### src/hdl/pixel_color_adjust_top_defines.svh
`ifndef PIXEL_COLOR_ADJUST_TOP_DEFINES_SVH
`define PIXEL_COLOR_ADJUST_TOP_DEFINES_SVH
// assertion helpers, sampled on clk and quiet while rst_n is low
`define PCADJ_ASSERT_SAME(lbl, ante, cons, msg) \
    lbl: assert property (@(posedge clk) disable iff (!rst_n) (ante) |-> (cons)) \
        else $error(msg);
`define PCADJ_ASSERT_NEXT(lbl, ante, cons, msg) \
    lbl: assert property (@(posedge clk) disable iff (!rst_n) (ante) |=> (cons)) \
        else $error(msg);
`endif

### src/hdl/pcadj_pkg.sv
`timescale 1ns / 1ps
package pcadj_pkg;

    localparam int COEF_FRAC_BITS_DEF = 12;
    localparam int Q16_FRAC           = 16;

    localparam logic signed [31:0] HALF_Q16 = 32'sd32768;
    localparam logic signed [31:0] ONE_Q16  = 32'sd65536;
    localparam logic signed [31:0] MAX_S32  = 32'sh7fffffff;

    // rec.709 luma weights, q.16
    localparam logic signed [16:0] LUMA_R = 17'sd13933;
    localparam logic signed [16:0] LUMA_G = 17'sd46871;
    localparam logic signed [16:0] LUMA_B = 17'sd4732;

    localparam int CFG_IDX_W  = 3;
    localparam int CFG_DATA_W = 32;

    // chroma divider: quotient bits and bits resolved per stage
    localparam int DIV_Q_BITS         = 32;
    localparam int DIV_BITS_PER_STAGE = 2;
    localparam int DIV_STAGES         = DIV_Q_BITS / DIV_BITS_PER_STAGE;

    typedef enum logic [CFG_IDX_W-1:0] {
        REG_GAIN_RED,
        REG_GAIN_GREEN,
        REG_GAIN_BLUE,
        REG_CONTRAST,
        REG_SHADOW,
        REG_HIGHLIGHT,
        REG_SATURATION,
        REG_VIBRANCE
    } cfg_reg_t;

    typedef struct packed {
        logic [7:0] red_in;
        logic [7:0] green_in;
        logic [7:0] blue_in;
    } pix_in_t;

    typedef struct packed {
        logic [7:0] red_out;
        logic [7:0] green_out;
        logic [7:0] blue_out;
    } pix_out_t;

    // one divider stage: partial remainder, dividend bits shifting into quotient
    typedef struct packed {
        logic [30:0]           rem;
        logic [DIV_Q_BITS-1:0] word;
        logic [30:0]           divisor;
    } div_req_t;

    function automatic logic signed [31:0] sat32(input logic signed [63:0] a);
        if (a > 64'sd2147483647) begin
            return MAX_S32;
        end
        if (a < -64'sd2147483648) begin
            return 32'sh80000000;
        end
        return a[31:0];
    endfunction

    // floor(a / 2^s + 1/2)
    function automatic logic signed [63:0] rshift(input logic signed [63:0] a, input int s);
        logic signed [63:0] half;
        half = 64'sd1 <<< (s - 1);
        return (a + half) >>> s;
    endfunction

    function automatic logic signed [31:0] mulq(input logic signed [63:0] p, input int s);
        return sat32(rshift(p, s));
    endfunction

endpackage

### src/hdl/pcadj_div.sv
`timescale 1ns / 1ps
module pcadj_div
    import pcadj_pkg::*;
(
    input  logic                  clk,
    input  logic                  en,
    input  div_req_t              req,
    output logic [DIV_Q_BITS-1:0] quot
);

    div_req_t stage_reg  [DIV_STAGES];
    div_req_t stage_next [DIV_STAGES];

    genvar k;
    generate
        for (k = 0; k < DIV_STAGES; k++) begin : g_stage
            div_req_t src;
            if (k == 0) begin : g_first
                assign src = req;
            end
            else begin : g_rest
                assign src = stage_reg[k-1];
            end

            always_comb begin
                div_req_t   cur;
                logic [31:0] trial;
                logic       qbit;
                cur = src;
                for (int j = 0; j < DIV_BITS_PER_STAGE; j++) begin
                    trial = {cur.rem, cur.word[DIV_Q_BITS-1]};
                    qbit  = (trial >= {1'b0, cur.divisor});
                    if (qbit) begin
                        trial = trial - {1'b0, cur.divisor};
                    end
                    cur.rem  = trial[30:0];
                    cur.word = {cur.word[DIV_Q_BITS-2:0], qbit};
                end
                stage_next[k] = cur;
            end
        end
    endgenerate

    always_ff @(posedge clk)
    begin
        if (en)
        begin
            stage_reg <= stage_next;
        end
    end

    assign quot = stage_reg[DIV_STAGES-1].word;

endmodule

### config.mk
export PLATFORM = sky130hd
export DESIGN_NAME = pcadj_div
export DESIGN_NICKNAME = d
export VERILOG_FILES = /design/src/hdl/pixel_color_adjust_top_defines.svh /design/src/hdl/pcadj_pkg.sv /design/src/hdl/pcadj_div.sv
export SDC_FILE = /design/constraint.sdc
export NUM_CORES = 2
export LEC_CHECK = 0
export ABC_AREA = 1
export BUFFER_PORTS_ARGS = -buffer_cell sky130_fd_sc_hd__buf_2
export CORE_ASPECT_RATIO = 1.25
export CORE_UTILIZATION = 50
export CTS_CLUSTER_DIAMETER = 100
export DETAILED_ROUTE_END_ITERATION = 7
export MAX_ROUTING_LAYER = met4
export PLACE_DENSITY = 0.68
export SYNTH_ARGS = -nofsm -noshare
export SYNTH_HDL_FRONTEND = slang
export SYNTH_SLANG_ARGS = --single-unit
### constraint.sdc
create_clock -name clk -period 3.9 [get_ports clk]
set_input_delay 0.195 -clock clk [delete_from_list [all_inputs] [get_ports clk]]
set_output_delay 0.195 -clock clk [all_outputs]
set_load 0.01 [all_outputs]
# == After elaboration in Yosys (flattened, before gate mapping) ==
# Cells that the tools add are included.
# totals
in_bits,96
output_inout_bits,32
elab_cells,140
ff_bits,1442
# op_classes
n_lt_le_gt_ge,32
muxes,31
n_addsub,31
# op_table
operator,n
$ge 32x31->1,32
$mux 31,31
$sub 31x31->31,31

# == Logic depth before layout (Yosys ltp) ==
# depth
depth_word,4
mapped_depth,35
ltp_nobuf,34

# == Worst setup path after synthesis ==
# No wires, ideal clock.
# synth_timing
path_type,flip-flop to flip-flop
startpoint,"reg stage_reg, in the netlist g_stage[7].src[62]"
endpoint,"reg stage_reg, in the netlist g_stage[8].src[81], data pin"
synth_period_minus_slack_ps,4142
setup_ps,253
t_required_ps,3647
slack_ps,-242
path_stages_with_launch,30
arrival_time_ps,3890
n_path_buf,2
path_cell_list,edfxtp_1 inv_1 ha_1 inv_1 fa_1 nand2_1 inv_2 o21ai_1 nand2_1 nand2_1 nand2_1 nand2_1 nand2_2 o21ai_2 nand2_2 buf_2 o21ai_1 inv_1 fa_1 o21ai_2 a21oi_1 o21bai_1 nand2_1 nand3_1 nand2_1 nand2_1 nand2_1 clkbuf_1 nand3_1 nand2_1
# synth_lines
element,line,text
start: declaration,pcadj_div.sv:11,div_req_t stage_reg [DIV_STAGES];
start signal: assignment,pcadj_div.sv:48,stage_reg <= stage_next;

==> summary.txt <==
R2R Path End: g_stage[10].src[73]
Kind of cell adding the most delay to the critical path: simple AND/OR/NAND/NOR gates
Simple-gate share of the synthesized area: 26.3%
Violated checks: DRC, setup timing
Hold Path End: g_stage[1].$7.cur[41]
Worst-case clock skew: 0.0540 ns
R2r setup slk: -1.55 ns
Final slew viol count: 0
Initial Util: 50.3%
Placed Cells: 23200
Worst-path cell chain: inv_2 > ha_4 > nand2_4 > o21ai_4 > a21oi_4 > o21ai_2 > nand2_2 > nand3_4 > clkinv_4 > buf_12 > buf_16 > o21ai_2 > ha_1 > nand2_1 > nor2_1 > nand4_1 > nand3_1 > nand2_1 > nand2_2 > nand2_4 > buf_6 > buf_16 > nand3_1 > nand2_2
Layout cells sized above 1: 41.1%
Cell count after synthesis: 14900
Area grow syn2layout: 60.0%
First-iteration detailed-routing DRC count: 13100
IO Count: 128
Critical Path AT: 6.04 ns
Total number of vias: 136000
WP data required: 4.49 ns
Final hold vios: 0
Worst min-delay path class: input pin to flop
Vias per inst: 5.62
Post-synthesis mux area share: 0%
Worst path slowest cell: edfxtp_1
Yosys top cell by area: edfxtp_1
Status: finished with violations
Slowest Stage Delay on Critical Path: 0.83 ns
DRC viols: 276
Synth Flop Type: edfxtp_1
Synth Area in XOR/XNOR: 4.78%
Die area: 0.231 mm²
Count leader, synth: nand2_1
Mapped Nets: 16100
Cell mode on critical path: nand2_2
Async S/R FF share, synth: 0%
Design area: 0.183 mm²
FP Rows: 196
Multi-input gate area: 0.0745 mm²
Post-synth top cells: nand2_1 (4181), inv_1 (1853), edfxtp_1 (1442), nor2_1 (1231), nand3_1 (1155)
Synth warn: 0
First-pass GRT wire length: 717 mm
RSZ-0062 raised after global routing: yes
Initial antenna violation count: 22
Die H: 537 µm
H-tree depth: 4
R2r worst-path depth: 24
Num CTS Buffers: 165
Placed cell area: 0.159 mm²
Largest family of logic cells by synthesized area: simple AND/OR/NAND/NOR gates
RR Startpoint: g_stage[9].$7.cur[2]
Tot GR Track Use: 41.4%
Period utilization: 140%
Crit path launch: g_stage[9].$7.cur[2]
Synth top area cells: edfxtp_1 (38%), nand2_1 (14%), ha_1 (11%)
Global route overflow: 0
Post-Synth Adder-Cell Area: 11.4%
Non-Filler Instances: 24200
Clk_lat worst skew: 0.89 ns
Core box area: 0.228 mm²
Die W: 430 µm
Synth unique cells: 60
Layout fillers: 15000
Number of synthesized register bits: 1442
F_max: 184 MHz
Post-synth top area share: 37.8%
Nets: 22200
Slew @ Worst Pin: 1.12 ns
WL per Instance: 21.6 µm
Critical Path Stages: 24
Tmin final: 5.45 ns
Utilization after layout: 80.4%
Final ANT Viol Nets: 0
FF+latch area: 0.0433 mm²
Maximum clock insertion buffer count: 4
PnR worst setup slack: -1.55 ns
Clock-pin slew on the worst setup and hold paths: 0.08 ns
Compound-cell area share of the yosys netlist: 12.3%
Total wire length: 523 mm
Max_slew headroom: 25.5%
Hold path start: req[37]
Clk root buf: clkbuf_16
DR pass1 iterations: 8
Post-DP HPWL: 368 mm
Clock Sink Count: 1442
CP bufs+invs: 6
IO Port Bufs: 127
Register area share after synthesis: 37.8%
Area of the mapped netlist: 0.115 mm²
Hold path cells: 2
# setup viols final: 481
Setup crit start kind: flop
Placer congestion estimate: 1.06
Worst Setup End Kind: flop
Max-Cap Viols: 0
EDFF count, synth: 1442
Worst Path Class, Setup: flop to flop
Vias in the first global route: 129000
Crit Path Max Fanout: 8
Largest net degree at the start of global routing: 124
TritonCTS clock tree: done
Post-Syn Area per Cell: 7.68 µm²
[placed cells by master, fill, tap and decap left out, drive strengths merged, types with 14 or more instances in the layout]
cell	n
buf	6058
nand2	4213
inv	1913
edfxtp	1442
nor2	1247
nand3	1167
a21oi	1112
ha	992
o21ai	891
xor2	361
xnor2	265
clkbuf	216
nor3	189
nand4	144
a21o	138
o21bai	131
nand3b	82
dlygate4sd3	71
or2	70
o21a	69
clkinv	67
nor4	63
a31oi	50
a21boi	43
fa	31
o211ai	29
diode	26
a211oi	20
and3	17
o221a	15
bufinv	15
clkinvlp	14
[repair_timing]
| action | CTS | global route |
|---|---|---|
| hold buffers | 71 | 0 |
| gates resized for setup | 1265 | 1659 |
| pin swaps | 315 | 531 |
| cloned | 46 | 39 |
| setup endpoints to repair | 456 | 481 |
| buffers inserted | 283 | 252 |
| endpoints found under the hold margin | 88 | 0 |
[logic make-up after synthesis]
logic type	Yosys count
fa+ha+maj	1023
flops	1442
simple gates	7203
compound gates	2507
xor+xnor	626
buf+inv	2138
[worst register-to-register path: stages (launching register included)]
cell	delay, ns
edfxtp_1	0.83
inv_2	0.15
ha_4	0.37
nand2_4	0.08
o21ai_4	0.23
a21oi_4	0.09
o21ai_2	0.19
nand2_2	0.09
nand3_4	0.11
clkinv_4	0.09
buf_12	0.14
buf_16	0.14
o21ai_2	0.45
ha_1	0.32
nand2_1	0.39
nor2_1	0.32
nand4_1	0.19
nand3_1	0.15
nand2_1	0.07
nand2_2	0.09
nand2_4	0.10
buf_6	0.17
buf_16	0.15
nand3_1	0.13
nand2_2	0.12
[sequential cells by signal, indices dropped and copies added (netlist names)]
signal,cells
g_stage.src,495
quot,32
g_stage.$7.cur,915
[cell type report]
type / count / share of cell area (%)
timing repair buffer: 6165 / 26.9
clock buffer: 182 / 2.32
tap: 2970 / 2.03
multi-input combinational: 11400 / 40.6
clock inverter: 109 / 0.616
inverter: 1900 / 3.96
sequential: 1442 / 23.6
antenna: 26 / 0.0355
[worst max path at each step]
stage                          end  slack [ns]
3_5_place_dp    g_stage[1].src[87]       -0.95
3_3_place_gp    g_stage[3].src[65]       -0.92
5_1_grt        g_stage[10].src[73]       -1.63
2_1_floorplan   g_stage[8].src[83]      -0.003
6_report       g_stage[10].src[73]       -1.55
4_1_cts        g_stage[15].src[75]       -0.63
[metal layers]
metal	GRT usage (%)	routed length, µm
met1	44.1	183000
met3	5.77	41700
met4	32.2	54200
met5	-	0
met2	69.6	244000
[through the flow]
step / hold slack, ns / setup WS, ns / TNS (ns)
CTS: 0.00463 / -0.626 / -199.62
global route: 0.0417 / -1.63 / -398.21
finish: 0.0333 / -1.55 / -318.41
global placement: 0.371 / -0.918 / -316.61
detailed placement: 0.373 / -0.947 / -341.23
floorplan: 0.294 / -0.00299 / -0.0108
Power is left out: the tool's default activity adds up to more than one toggle a clock period on the data nets, which glitch-free logic cannot reach.
